**src/pending_id_handle_map_assert.svh**
```systemverilog
// Assertion macros for the pending id / handle map.
// Used by the top level; no other dependencies.
`ifndef PENDING_ID_HANDLE_MAP_ASSERT_SVH
`define PENDING_ID_HANDLE_MAP_ASSERT_SVH

// same-cycle implication
`define PHM_ASSERT_NOW(label, clk, rst, ante, cons, msg) \
   label: assert property (@(posedge clk) disable iff (rst) (ante) |-> (cons)) \
      else $error(msg);

// next-cycle implication
`define PHM_ASSERT_NEXT(label, clk, rst, ante, cons, msg) \
   label: assert property (@(posedge clk) disable iff (rst) (ante) |=> (cons)) \
      else $error(msg);

`endif

```
**src/phm_pkg.sv**
```systemverilog
// Shared types and constants for the pending id / handle map.
// No dependencies.
`default_nettype none

package phm_pkg;

   localparam int unsigned PENDING_DEPTH_DEF = 16;
   localparam int unsigned MAP_DEPTH_DEF     = 64;

   typedef enum logic [2:0] {
      CMD_NEXT_ID       = 3'd0,
      CMD_PUSH          = 3'd1,
      CMD_COMPLETE      = 3'd2,
      CMD_REMOVE        = 3'd3,
      CMD_LOOKUP_ID     = 3'd4,
      CMD_LOOKUP_HANDLE = 3'd5,
      CMD_COUNT         = 3'd6
   } cmd_type;

   typedef enum logic [2:0] {
      ST_OK         = 3'd0,
      ST_PEND_FULL  = 3'd1,
      ST_PEND_EMPTY = 3'd2,
      ST_NOT_FOUND  = 3'd3,
      ST_MAP_FULL   = 3'd4
   } status_type;

   // flags from the shared compare unit
   typedef struct packed {
      logic key_eq;
      logic id_eq;
      logic id_lt;
      logic ord_lt;
   } match_res_type;

endpackage

`default_nettype wire

```
**src/phm_match_unit.sv**
```systemverilog
// Shared compare unit: key equality, id ordering and rank ordering.
// Depends on phm_pkg.
`default_nettype none

module phm_match_unit #(
   parameter int unsigned ORDER_W = 6
) (
   input  wire logic [31:0]          key_a,
   input  wire logic [31:0]          key_b,
   input  wire logic [31:0]          id_c,
   input  wire logic [31:0]          id_d,
   input  wire logic [ORDER_W-1:0]   ord_a,
   input  wire logic [ORDER_W-1:0]   ord_b,
   output phm_pkg::match_res_type    res
);
   import phm_pkg::*;

   always_comb begin
      res.key_eq = (key_a == key_b);
      res.id_eq  = (id_c == id_d);
      res.id_lt  = (id_c < id_d);
      res.ord_lt = (ord_a < ord_b);
   end

endmodule

`default_nettype wire

```
**config.mk**
```make
export PLATFORM = sky130hd
export DESIGN_NAME = phm_match_unit
export DESIGN_NICKNAME = d
export VERILOG_FILES = /design/src/pending_id_handle_map_assert.svh /design/src/phm_pkg.sv /design/src/phm_match_unit.sv
export SDC_FILE = /design/constraint.sdc
export NUM_CORES = 1
export LEC_CHECK = 0
export BUFFER_PORTS_ARGS = -buffer_cell sky130_fd_sc_hd__buf_4
export CAP_MARGIN = 0
export CORE_UTILIZATION = 39
export DETAILED_ROUTE_END_ITERATION = 10
export PLACE_DENSITY = 0.95
export SLEW_MARGIN = 20
export SYNTH_ARGS = -nofsm -noshare
export SYNTH_HDL_FRONTEND = slang
export SYNTH_SLANG_ARGS = --single-unit
```
**constraint.sdc**
```tcl
create_clock -name vclk -period 9.35
set_input_delay 2.805 -clock vclk [all_inputs]
set_output_delay 2.805 -clock vclk [all_outputs]
set_load 0.02 [all_outputs]
```
Yosys cells after proc, flatten, opt, wreduce, memory -nomap -nowiden:

Index checks and enable logic that the tools add are counted.

* magnitude comparators: 2
* eq/ne operators: 2

Operator list (number)
* 32-bit == test: 2
* 32-bit < comparator: 1
* 6-bit < comparator: 1

* register bits after elaboration: 0
* input port bits: 140
* output and inout bits: 4
* logic and storage cells: 4

Longest topological paths before layout:

* word-level depth: 1
* mapped depth: 7
* depth with buffers taken out: 7

Worst setup path before layout:

Ideal clock, no wire load.

* kind: input -> output
* start: input port id_d[13]
* end: output port res[1] (netlist bit)
* arrival: 4.652 ns
* data required time: 6.545 ns
* path slack: 1.893 ns
* stages: 7
* path buffers: 0
* cells stage by stage: inv_1 > ha_1 > a21oi_1 > nor2_1 > a211o_1 > or4b_1 > a2111oi_2

RTL lines
* from (decl): line phm_match_unit.sv:11 `input wire logic [31:0] id_d,`
* to (decl): line phm_match_unit.sv:14 `output phm_pkg::match_res_type res`

==> flow_summary.yaml <==
finish:
  final-seq-area_um2: 0
  total_number_of_sequential_cells: 0
  areaGrowthSynthToFinish_pct: 88.85
  final_util_pct: 78.46
  stdcell_count: 363
  n_antenna_cell: 0
  multi_input_comb_area_um2: 1140
  clkbuf_count: 0
  finish.net_count: 498
  post_route_cells_drive_above_1_share_pct: 45.77
  number_of_filler_instances_in_the_final_layout: 231
route:
  routed_wire_length_per_instance_um: 12.24
  vias_per_cell: 4.733
  routed_wirelength_um: 4442
  route.antenna.remaining_nets: 0
  detail_route.first_pass.iterations: 4
  initialDrtViolationCount: 38
  num_vias: 1718
  drcViolationCount: 0
setup_path:
  cp_slowest_stage_delay_ns: 0.55
  critPathArrivalTime_ns: 4.76
  path_common_cell: "sky130_fd_sc_hd__buf_4"
  timing.critical_path.fanout_max: 2
  critPathKind: "input pin to primary output"
  cp_data_required_time_ns: 6.55
  path_cells: "buf_4 -> ha_1 -> a21oi_1 -> nor2_1 -> a211o_1 -> or4b_1 -> a2111oi_2 -> buf_4"
  timing.critical_path.from_type: "input pin"
  cp-end-kind: "primary output"
  slowest_stage: "sky130_fd_sc_hd__or4b_1"
global_routing:
  grt_util_met1_pct: 21.89
  grt_first_pass_wirelength_um: 6672
  fraction_of_met2_tracks_used_by_global_routing_pct: 52.49
  grt_start_max_net_pins: 4
  total_track_usage_pct: 24.22
  grt.busiest_layer: "met2"
  globalRouteMet3Util_pct: 4.367
  antenna_found_initial: 0
  grt_overflow: 0
  number_of_global_route_vias_before_repair: 1753
yosys:
  synthTopCellsByArea: "sky130_fd_sc_hd__ha_1, sky130_fd_sc_hd__xor2_1, sky130_fd_sc_hd__inv_1"
  yosys.area.top_type: "sky130_fd_sc_hd__ha_1"
  synth_largest_type_area_fraction_pct: 36.20
  synthDistinctLibCells: 25
  mappedNetlistArea_um2: 1279
  synth.net_count: 352
  synth.yosys.warnings: 0
  netlist_instances: 175
  ys_seq_area_share_pct: 0
  synth_area_per_cell_um2: 7.307
  synth.top_cells.by_count: "sky130_fd_sc_hd__ha_1, sky130_fd_sc_hd__inv_1, sky130_fd_sc_hd__xor2_1"
floorplanning:
  floorplan.die_area_um2: 3512
  top_level_ports: 144
  width_of_the_chip_um: 59.26
  floorplan.die.height_um: 59.26
  rows: 20
  core_um2: 3078
  floorplan.initialDensity_pct: 41.54
placed_design:
  io_buffers: 144
  numPlacedInstances: 363
  gp_congestion: 0.7800
  detailed_placer_s_ending_hpwl_um: 4232
pwr:
  powerDensity_nw_per_um2: 39.55
  cellLeakagePower_nw: 1.432
  design_power_total_w: 0.00009551
  vdd.ir_drop.worst_mv: 0.02267
job:
  cap_violations: 0
clocking:
  post_cts_resize_count: 0
  postCtsSetupRepairBufs: 0
  cts_hold_repair.buffers: 0
sta:
  relSlewSlack_pct: 79.87
  timing.final.crit_share_pct: 80.87
  finalHoldViolations: 0
  finalMaxSlewViolations: 0
  grt_setup_unrepaired: "no"
  finalSetupTns_ns: 0
  measured_slew_at_the_worst_slew_check_pin_ns: 0.2992
  finalSetupViolations: 0
  final.min_clock_period_ns: 7.561
  max_freq_mhz: 132.3
outcome:
  outcome: "complete, no violations"
worst_hold_path:
  min-delay-path-class: "input pin to primary output"
-- routing by layer --
layer | share of wire (%) | vias to the layer above
li1 | - | 888
met5 | 0 | -
met1 | 34 | 762
met4 | 2.0 | 0
met3 | 6.1 | 10
met2 | 58 | 58
-- path summary, 6_finish.rpt --
kind	start	slack (ns)	endpoint	depth (start not counted)
hold / removal	id_c[31]	6.02	res[1]	4
setup / recovery	id_c[13]	1.79	res[1]	8
-- layout by cell type (no fill, tap or decap), types with 2 or more instances in the layout --
cell type | Yosys | final
sky130_fd_sc_hd__a21oi_1 | 13 | 13
sky130_fd_sc_hd__nand3_1 | 2 | 2
sky130_fd_sc_hd__nor2b_1 | 2 | 2
sky130_fd_sc_hd__o21ai_0 | 3 | 3
sky130_fd_sc_hd__nand4_1 | 6 | 6
sky130_fd_sc_hd__ha_1 | 37 | 37
sky130_fd_sc_hd__nor2_1 | 7 | 7
sky130_fd_sc_hd__nand2_1 | 10 | 10
sky130_fd_sc_hd__a21o_1 | 3 | 3
sky130_fd_sc_hd__nor4_1 | 9 | 9
sky130_fd_sc_hd__and4_1 | 2 | 2
sky130_fd_sc_hd__xor2_1 | 32 | 32
sky130_fd_sc_hd__buf_4 | 0 | 144
sky130_fd_sc_hd__inv_1 | 37 | 37
-- report_power, final --
part           leakage [nW]  switching, W  total (W)  internal [W]
Combinational          1.43     0.0000353  0.0000955     0.0000602
Clock                     0             0          0             0
Sequential                0             0          0             0
Total                  1.43     0.0000353  0.0000955     0.0000602
-- cell families after synthesis --
logic type / share of synthesized area (%)
fa+ha+maj: 36.20
buf+inv: 10.86
simple gates: 17.71
compound gates: 13.31
xor+xnor: 21.92
-- layout make-up --
type | count | share of cell area, %
inverter | 37 | 5.751
timing repair buffer | 144 | 44.77
multi-input combinational | 138 | 47.20
tap | 44 | 2.280
-- metrics by stage --
step	hold WS, ns	cell area [um2]	setup slack [ns]
floorplan	5.814	1279	1.893
global placement	6.023	2415	1.822
detailed placement	6.025	2415	1.796
CTS	6.025	2415	1.798
global route	6.059	2415	1.692
finish	6.023	2415	1.789
-- worst max-delay path: cells and delay by family --
kind                       cells  cell delay, ns
AOI/OAI and AO/OA              3            0.73
and+or+nand+nor                2            0.61
buffers and inverters          2            0.31
adders and majority gates      1            0.30
No activity file was read; power rests on OpenSTA's default activity.
